[src/rtl/fkr_pkg.sv]
`timescale 1ns / 1ps

package fkr_pkg;

   localparam int DEPTH       = 16;
   localparam int HANDLE_BITS = 16;
   localparam int PTR_BITS    = $clog2(DEPTH);
   localparam int CNT_BITS    = $clog2(DEPTH + 1);
   localparam int FUNC_BITS   = 2;
   localparam int STATUS_BITS = 2;

   // Stream widths: fields packed from bit 0 upwards, padded to whole bytes.
   localparam int REQ_TDATA_BITS = ((HANDLE_BITS + 7) / 8) * 8;
   localparam int RSP_TDATA_BITS = ((HANDLE_BITS + CNT_BITS + 7) / 8) * 8;

   localparam logic [FUNC_BITS-1:0] FUNC_PUSH   = 2'd0;
   localparam logic [FUNC_BITS-1:0] FUNC_SHIFT  = 2'd1;
   localparam logic [FUNC_BITS-1:0] FUNC_REMOVE = 2'd2;

   localparam logic [STATUS_BITS-1:0] STATUS_OK        = 2'd0;
   localparam logic [STATUS_BITS-1:0] STATUS_EMPTY     = 2'd1;
   localparam logic [STATUS_BITS-1:0] STATUS_NOT_FOUND = 2'd2;
   localparam logic [STATUS_BITS-1:0] STATUS_FULL      = 2'd3;

   localparam logic [CNT_BITS-1:0] DEPTH_CNT = CNT_BITS'(DEPTH);

   typedef struct packed {
      logic [FUNC_BITS-1:0]   func;
      logic [HANDLE_BITS-1:0] handle;
   } req_type;

   typedef struct packed {
      logic [STATUS_BITS-1:0] status;
      logic [HANDLE_BITS-1:0] out_handle;
      logic [CNT_BITS-1:0]    occupancy;
   } rsp_type;

   // Physical slot of the entry that lies offs places behind the head.
   function automatic logic [PTR_BITS-1:0] ptr_add(input logic [PTR_BITS-1:0] base,
                                                    input logic [CNT_BITS-1:0] offs);
      logic [CNT_BITS:0] sum;
      sum = (CNT_BITS + 1)'(base) + (CNT_BITS + 1)'(offs);
      if (sum >= (CNT_BITS + 1)'(DEPTH)) begin
         sum = sum - (CNT_BITS + 1)'(DEPTH);
      end
      return sum[PTR_BITS-1:0];
   endfunction

endpackage

[src/rtl/fkr_ram.sv]
`timescale 1ns / 1ps

module fkr_ram #(
   parameter int WIDTH = 16,
   parameter int DEPTH = 16
) (
   input  logic                     clock,
   input  logic                     wr_en,
   input  logic [$clog2(DEPTH)-1:0] wr_addr,
   input  logic [WIDTH-1:0]         wr_data,
   input  logic                     rd_en,
   input  logic [$clog2(DEPTH)-1:0] rd_addr,
   output logic [WIDTH-1:0]         rd_data
);

   logic [WIDTH-1:0] mem_ff [DEPTH];
   logic [WIDTH-1:0] rd_data_ff;

   always_ff @(posedge clock) begin
      if (wr_en) begin
         mem_ff[wr_addr] <= wr_data;
      end
      if (rd_en) begin
         rd_data_ff <= mem_ff[rd_addr];
      end
   end

   assign rd_data = rd_data_ff;

endmodule

[src/rtl/fkr_engine.sv]
`timescale 1ns / 1ps

module fkr_engine (
   input  logic             clock,
   input  logic             reset,
   input  logic             req_valid,
   input  fkr_pkg::req_type req,
   output logic             req_ready,
   input  logic             out_free,
   output logic             rsp_valid,
   output fkr_pkg::rsp_type rsp
);

   typedef enum logic [1:0] {
      ST_IDLE,
      ST_SHIFT,
      ST_SCAN,
      ST_DONE
   } state_type;

   state_type                         state_ff, state_in;
   logic [fkr_pkg::PTR_BITS-1:0]      head_ff, head_in;
   logic [fkr_pkg::CNT_BITS-1:0]      count_ff, count_in;
   logic [fkr_pkg::HANDLE_BITS-1:0]   key_ff, key_in;
   logic [fkr_pkg::CNT_BITS-1:0]      idx_ff, idx_in;
   logic [fkr_pkg::CNT_BITS-1:0]      rd_idx_ff, rd_idx_in;
   logic                              rd_valid_ff, rd_valid_in;
   logic                              found_ff, found_in;
   fkr_pkg::rsp_type                  rsp_ff, rsp_in;

   logic                              wr_en, rd_en;
   logic [fkr_pkg::PTR_BITS-1:0]      wr_addr, rd_addr;
   logic [fkr_pkg::HANDLE_BITS-1:0]   wr_data, rd_data;
   logic                              match;

   fkr_ram #(
      .WIDTH(fkr_pkg::HANDLE_BITS),
      .DEPTH(fkr_pkg::DEPTH)
   ) u_ram (
      .clock  (clock),
      .wr_en  (wr_en),
      .wr_addr(wr_addr),
      .wr_data(wr_data),
      .rd_en  (rd_en),
      .rd_addr(rd_addr),
      .rd_data(rd_data)
   );

   assign req_ready = (state_ff == ST_IDLE);
   assign rsp_valid = (state_ff == ST_DONE) && out_free;
   assign rsp       = rsp_ff;
   assign match     = (rd_data == key_ff);

   always_comb begin
      state_in    = state_ff;
      head_in     = head_ff;
      count_in    = count_ff;
      key_in      = key_ff;
      idx_in      = idx_ff;
      rd_idx_in   = rd_idx_ff;
      rd_valid_in = 1'b0;
      found_in    = found_ff;
      rsp_in      = rsp_ff;
      wr_en       = 1'b0;
      wr_addr     = fkr_pkg::ptr_add(head_ff, count_ff);
      wr_data     = req.handle;
      rd_en       = 1'b0;
      rd_addr     = head_ff;

      unique case (state_ff)
         ST_IDLE: begin
            if (req_valid) begin
               rsp_in = '{status: fkr_pkg::STATUS_OK, out_handle: '0, occupancy: count_ff};
               state_in = ST_DONE;
               case (req.func)
                  fkr_pkg::FUNC_PUSH: begin
                     if (count_ff == fkr_pkg::DEPTH_CNT) begin
                        rsp_in.status = fkr_pkg::STATUS_FULL;
                     end else begin
                        wr_en            = 1'b1;
                        count_in         = count_ff + 1'b1;
                        rsp_in.occupancy = count_ff + 1'b1;
                     end
                  end
                  fkr_pkg::FUNC_SHIFT: begin
                     if (count_ff == '0) begin
                        rsp_in.status = fkr_pkg::STATUS_EMPTY;
                     end else begin
                        rd_en    = 1'b1;
                        state_in = ST_SHIFT;
                     end
                  end
                  fkr_pkg::FUNC_REMOVE: begin
                     if (req.handle == '0 || count_ff == '0) begin
                        rsp_in.status = fkr_pkg::STATUS_NOT_FOUND;
                     end else begin
                        key_in   = req.handle;
                        idx_in   = '0;
                        found_in = 1'b0;
                        state_in = ST_SCAN;
                     end
                  end
                  default: begin
                  end
               endcase
            end
         end
         ST_SHIFT: begin
            rsp_in = '{status: fkr_pkg::STATUS_OK, out_handle: rd_data,
                       occupancy: count_ff - 1'b1};
            head_in  = fkr_pkg::ptr_add(head_ff, fkr_pkg::CNT_BITS'(1));
            count_in = count_ff - 1'b1;
            state_in = ST_DONE;
         end
         ST_SCAN: begin
            // Reads run one entry ahead of the compare; once the key is
            // seen, every later entry is written one place nearer the head.
            if (idx_ff < count_ff) begin
               rd_en       = 1'b1;
               rd_addr     = fkr_pkg::ptr_add(head_ff, idx_ff);
               rd_valid_in = 1'b1;
               rd_idx_in   = idx_ff;
               idx_in      = idx_ff + 1'b1;
            end
            if (rd_valid_ff) begin
               if (found_ff) begin
                  wr_en   = 1'b1;
                  wr_addr = fkr_pkg::ptr_add(head_ff, rd_idx_ff - 1'b1);
                  wr_data = rd_data;
               end else if (match) begin
                  found_in = 1'b1;
               end
               if (rd_idx_ff == count_ff - 1'b1) begin
                  rd_valid_in = 1'b0;
                  state_in    = ST_DONE;
                  if (found_ff || match) begin
                     count_in = count_ff - 1'b1;
                     rsp_in   = '{status: fkr_pkg::STATUS_OK, out_handle: '0,
                                  occupancy: count_ff - 1'b1};
                  end else begin
                     rsp_in   = '{status: fkr_pkg::STATUS_NOT_FOUND, out_handle: '0,
                                  occupancy: count_ff};
                  end
               end
            end
         end
         ST_DONE: begin
            if (out_free) begin
               state_in = ST_IDLE;
            end
         end
         default: begin
            state_in = ST_IDLE;
         end
      endcase
   end

   always_ff @(posedge clock) begin
      if (reset) begin
         state_ff    <= ST_IDLE;
         head_ff     <= '0;
         count_ff    <= '0;
         rd_valid_ff <= 1'b0;
         found_ff    <= 1'b0;
      end else begin
         state_ff    <= state_in;
         head_ff     <= head_in;
         count_ff    <= count_in;
         rd_valid_ff <= rd_valid_in;
         found_ff    <= found_in;
      end
      key_ff    <= key_in;
      idx_ff    <= idx_in;
      rd_idx_ff <= rd_idx_in;
      rsp_ff    <= rsp_in;
   end

endmodule

[src/rtl/fifo_with_keyed_removal.sv]
`timescale 1ns / 1ps

// A bounded queue of up to 16 connection handles held as a ring buffer in one
// synchronous RAM (one write and one registered read per cycle). Each request
// transaction names an operation in req_tuser: push appends the handle at the
// tail, shift takes and returns the head, and remove deletes the first entry
// from the head that equals the handle, keeping the order of the others. Every
// request yields exactly one response transaction giving a status, the handle
// taken on a successful shift (otherwise zero) and the occupancy afterwards.
// A push into a full queue is refused with status full, a shift of an empty
// queue reports empty, and removing the null handle or an absent one reports
// not found. One request is worked on at a time: push, an unused code and any
// refused operation go from idle straight to the done state, a shift passes
// through the shift state first, and a remove through the scan state, which
// walks the RAM one entry per cycle through its read port while moving later
// entries up through its write port. A new request is taken as soon as the
// previous one has been handed to the response register, even if that response
// has not yet been collected. The RAM needs no clearing after reset, as only
// entries that have been written are ever read.

module fifo_with_keyed_removal (
   input  logic                                clock,
   input  logic                                reset,
   input  logic                                req_tvalid,
   output logic                                req_tready,
   // [15:0] handle
   input  logic [fkr_pkg::REQ_TDATA_BITS-1:0]  req_tdata,
   // [1:0] func
   input  logic [fkr_pkg::FUNC_BITS-1:0]       req_tuser,
   output logic                                rsp_tvalid,
   input  logic                                rsp_tready,
   // [15:0] out_handle, [20:16] occupancy, [23:21] zero
   output logic [fkr_pkg::RSP_TDATA_BITS-1:0]  rsp_tdata,
   // [1:0] status
   output logic [fkr_pkg::STATUS_BITS-1:0]     rsp_tuser
);

   fkr_pkg::req_type eng_req;
   fkr_pkg::rsp_type eng_rsp;
   logic             eng_done;
   logic             out_free;

   // Output register: one finished response waits here while the engine
   // is free to take the next request.
   logic             rsp_valid_ff;
   fkr_pkg::rsp_type rsp_data_ff;

   assign eng_req.func   = req_tuser;
   assign eng_req.handle = req_tdata[fkr_pkg::HANDLE_BITS-1:0];

   // The engine only hands over a response when the register is empty or is
   // being emptied in this cycle, so no response can be overwritten.
   assign out_free = !rsp_valid_ff || rsp_tready;

   fkr_engine u_engine (
      .clock    (clock),
      .reset    (reset),
      .req_valid(req_tvalid),
      .req      (eng_req),
      .req_ready(req_tready),
      .out_free (out_free),
      .rsp_valid(eng_done),
      .rsp      (eng_rsp)
   );

   always_ff @(posedge clock) begin
      if (reset) begin
         rsp_valid_ff <= 1'b0;
      end else if (eng_done) begin
         rsp_valid_ff <= 1'b1;
      end else if (rsp_tready) begin
         rsp_valid_ff <= 1'b0;
      end
      if (eng_done) begin
         rsp_data_ff <= eng_rsp;
      end
   end

   assign rsp_tvalid = rsp_valid_ff;
   assign rsp_tuser  = rsp_data_ff.status;
   assign rsp_tdata  = fkr_pkg::RSP_TDATA_BITS'({rsp_data_ff.occupancy,
                                                 rsp_data_ff.out_handle});

   // A response is never handed over while the previous one is still held.
   assert property (@(posedge clock) disable iff (reset)
      eng_done |-> (!rsp_valid_ff || rsp_tready))
      else $error("response handed over while the output register is occupied");

   // A refused push always reports a full queue.
   assert property (@(posedge clock) disable iff (reset)
      (rsp_tvalid && rsp_data_ff.status == fkr_pkg::STATUS_FULL)
         |-> (rsp_data_ff.occupancy == fkr_pkg::DEPTH_CNT))
      else $error("full status with occupancy below the queue depth");

   // An empty shift reports an empty queue and no handle.
   assert property (@(posedge clock) disable iff (reset)
      (rsp_tvalid && rsp_data_ff.status == fkr_pkg::STATUS_EMPTY)
         |-> (rsp_data_ff.occupancy == '0 && rsp_data_ff.out_handle == '0))
      else $error("empty status with entries or a handle present");

   // A request is taken only when no response is being handed over.
   assert property (@(posedge clock) disable iff (reset)
      (req_tvalid && req_tready) |-> !eng_done)
      else $error("request accepted while a response was completing");

endmodule
[config.mk]
export PLATFORM = sky130hd
export DESIGN_NAME = fifo_with_keyed_removal
export DESIGN_NICKNAME = d
export VERILOG_FILES = /design/src/rtl/fkr_pkg.sv /design/src/rtl/fkr_ram.sv /design/src/rtl/fkr_engine.sv /design/src/rtl/fifo_with_keyed_removal.sv
export SDC_FILE = /design/constraint.sdc
export NUM_CORES = 1
export LEC_CHECK = 0
export CAP_MARGIN = 10
export CORE_UTILIZATION = 60
export CTS_CLUSTER_SIZE = 8
export DETAILED_ROUTE_END_ITERATION = 7
export DONT_BUFFER_PORTS = 1
export PLACE_DENSITY = 0.76
export SLEW_MARGIN = 25
export SYNTH_ARGS = -nofsm -noshare
export SYNTH_HDL_FRONTEND = slang
export SYNTH_SLANG_ARGS = --single-unit
export TNS_END_PERCENT = 20
[constraint.sdc]
create_clock -name clock -period 3.7 [get_ports clock]
set_input_delay 0.185 -clock clock [delete_from_list [all_inputs] [get_ports clock]]
set_output_delay 0.185 -clock clock [all_outputs]
set_load 0.02 [all_outputs]
==> results.txt <==
NetSw -> 4440 uW
Final worst slack -> 0.398 ns
Relative slew slack -> 38.5%
CTS tree -> done
Clk root buf -> clkbuf_16
Final core occ -> 69.1%
MaxCap Viol Count -> 0
GRT overflow -> 0
# H-tree levels -> 2
Ant. Diodes -> 0
Die area -> 26100 sq um
Layout cells sized above 1 -> 14.6%
Filler cell count -> 1615
Syn-to-layout area delta -> 13.3%
Initial antenna violation count -> 0
Num rows -> 58
DRT Pass-1 Iters -> 6
P_leak -> 0.00614 uW
Hpwl dp -> 22000 um
ANT nets after route -> 0
Largest fanout on the critical path -> 73
Global-route wire length before repair -> 54400 um
Synth cell types -> 64
Num CTS Buffers -> 50
CP Data Required Time -> 3.97 ns
Initial core utilization -> 61.0%
Sw Share -> 33.3%
GPL Wtd Cong -> 0.797
Hold crit path type -> in -> reg
Top_reg_cell synth -> edfxtp_1
Min Hold Slack -> 0.0659 ns
Async SR Flop Fraction -> 0%
DR vias/cell -> 6.52
Vias post-DR -> 9534
Post-synthesis register bit count -> 358
Register area share after synthesis -> 69.5%
Clk pwr share -> 29.9%
Hold path depth -> 2
Setup TNS -> 0 ns
RSZ-0062 raised after global routing -> false
Fmax -> 0.303 GHz
Worst-margin pin slew -> 0.923 ns
Die outline width -> 162 um
Crit share post-route -> 89.2%
Resize count post-CTS -> 0
Wire per inst -> 24.7 um
Total track usage -> 28.2%
Internal power -> 8900 uW
Worst r2r path cells -> 10
Post-synth EDFFs -> 344
Critical path arrival -> 3.57 ns
Dpl ws -> 0.444 ns
Combinational share of power -> 29.9%
# port buffers -> 0
Final hold vios -> 0
Skew-Pair Late Insertion Delay -> 0.55 ns
Synthesized area per cell -> 14.3 sq um
Cell Area, Synth -> 15300 sq um
Detailed Route Iter0 Violations -> 1188
Post-route minimum period -> 3.30 ns
CP Capture Type -> register
Reg power frac -> 40.1%
Placed Cells -> 1383
Post-route DRC -> 0
Status -> finished, final reports clean
Post-Synthesis Cells -> 1071
Skew final -> 0.0213 ns
Placeable Area -> 25000 sq um
Pin count of the biggest net entering global routing -> 74
Synth warn -> 0
Num ports -> 50
Fin cells -> 1463
Final WL -> 36200 um
Final Slew Violations -> 0
Startpoint type of the worst setup path -> register
Final setup fails -> 0
Kind of critical path -> reg -> reg
Worst-path clk slew -> 0.05 ns
Chip Height -> 162 um
Number of global-route vias before repair -> 9470
Peak supply drop -> 0.586 mV
Nets@finish -> 1175
Pwr dens -> 771 nW/um^2
# clock sinks -> 358
Max Root-Sink Buffers -> 3
==> placed cells by master (no fill, tap or decap), types with 25 or more instances in the layout <==
cell type / count
edfxtp_1: 344
mux2_2: 36
nor2_1: 25
xor2_1: 25
ha_1: 27
inv_1: 37
a21oi_1: 113
nand2_1: 117
a221o_1: 49
o21ai_0: 26
o211ai_1: 33
clkbuf_16: 51
buf_4: 36
==> cells in the mapped netlist, types with 2 or more instances <==
| cell type | count | area (sq um) |
|---|---|---|
| dfxtp_1 | 14 | 280 |
| o21ai_0 | 26 | 130 |
| fa_1 | 3 | 60.1 |
| ha_1 | 27 | 338 |
| nand3_1 | 8 | 40.0 |
| nor2b_1 | 2 | 12.5 |
| nor3b_2 | 2 | 25.0 |
| a21oi_1 | 113 | 566 |
| xor2_1 | 25 | 219 |
| edfxtp_1 | 344 | 10300 |
| nor4_1 | 10 | 62.6 |
| mux2i_1 | 3 | 30.0 |
| buf_1 | 3 | 11.3 |
| clkbuf_1 | 16 | 60.1 |
| nor2_1 | 42 | 158 |
| inv_1 | 37 | 139 |
| or2_1 | 2 | 12.5 |
| buf_2 | 27 | 135 |
| nand4_1 | 19 | 119 |
| buf_4 | 6 | 45.0 |
| xnor2_1 | 16 | 140 |
| nand2_1 | 117 | 439 |
| o2111ai_1 | 3 | 26.3 |
| and2_1 | 2 | 12.5 |
| nor3_4 | 2 | 32.5 |
| a21o_1 | 6 | 45.0 |
| nand2b_1 | 4 | 25.0 |
| a211o_1 | 2 | 17.5 |
| mux2_2 | 36 | 405 |
| o211ai_1 | 33 | 248 |
| o22ai_1 | 2 | 12.5 |
| nor3_1 | 6 | 30.0 |
| or3_1 | 4 | 25.0 |
| and3_1 | 17 | 106 |
| o21a_1 | 3 | 22.5 |
| a211oi_1 | 4 | 30.0 |
| a221o_1 | 49 | 490 |
| buf_6 | 10 | 113 |
==> per-layer routing <==
layer / routed length, um / GRT usage, % / vias up
met4: 1170 / 11.8 / 0
met3: 3630 / 5.96 / 98
li1: - / - / 4171
met2: 17500 / 45.7 / 601
met1: 13900 / 37.2 / 4664
met5: 0 / 0 / -
==> worst paths after layout <==
check / slack, ns / end / from
worst min register to register: 0.42 / rsp_tdata[11]$_DFFE_PP_ / u_engine.rsp[16]$_DFFE_PP_
worst min-delay path: 0.07 / u_engine.rsp[21]$_DFFE_PP_ / req_tuser[1]
worst max register to register: 0.40 / u_engine.u_ram.rd_data[7]$_DFFE_PP_ / u_engine.count_ff[3]$_SDFFE_PP0P_
worst max-delay path: 0.40 / u_engine.u_ram.rd_data[7]$_DFFE_PP_ / u_engine.count_ff[3]$_SDFFE_PP0P_
==> layout make-up <==
class / count / area [sq um] / share of cell area [%]
Inverter: 40 / 154 / 0.890
Tap cell: 330 / 413 / 2.39
Clock inverter: 2 / 28.8 / 0.166
Clock buffer: 60 / 1310 / 7.57
Multi-Input combinational cell: 613 / 4210 / 24.3
Timing Repair Buffer: 60 / 571 / 3.30
Sequential cell: 358 / 10600 / 61.4
==> per-stage QoR <==
stage	cell area (sq um)	power (uW)
6_report	17300	13300
3_5_place_dp	15800	9290
4_1_cts	17300	13300
3_3_place_gp	15800	9130
2_1_floorplan	15300	8250
5_1_grt	17300	13900
==> critical path, stage by stage, from the launching register on <==
cell	delay, ns
dfxtp_1	0.44
clkinv_2	0.18
ha_1	0.31
or2_1	0.27
a211oi_4	0.37
nor3_4	0.14
nor2_4	0.17
buf_12	0.31
mux2_2	0.38
o211ai_1	0.24
nand4_1	0.14
==> power groups by stage <==
stage          Sequential (uW)  Clock [uW]  Combinational [uW]
2_1_floorplan             5280           0                2970
3_3_place_gp              5390           0                3740
3_5_place_dp              5410           0                3880
4_1_cts                   5340        4020                3930
5_1_grt                   5380        4180                4330
6_report                  5350        3990                3990
==> registers in the layout, indices dropped and copies added (netlist names), 2 cells and up <==
signal,flops
u_engine.key_ff,16
u_engine.u_ram.rd_data,16
u_engine.head_ff,4
rsp_tdata,21
u_engine.count_ff,5
u_engine.rd_idx_ff,5
u_engine.rsp,23
u_engine.idx_ff,5
u_engine.u_ram.mem_ff,256
rsp_tuser,2
u_engine.state_ff,2
==> logic make-up (layout without fill, tap and decap cells) <==
group	Yosys count	in the layout	synth area share (%)
and+or+nand+nor	243	243	7.55
adders and majority gates	30	30	2.61
buffers and inverters	102	162	3.39
AOI/OAI and AO/OA	255	255	11.4
muxes	40	40	3.00
other	1	3	0.0246
xor gates and xnor gates	42	42	2.50
DFF	358	358	69.5
==> timing repair <==
| action | 4_1_cts | 5_1_grt |
|---|---|---|
| hold buffers | 18 | 0 |
| endpoints found under the hold margin | 30 | 0 |
| setup buffers | 0 | 0 |
(Power assumes the default switching activity.)
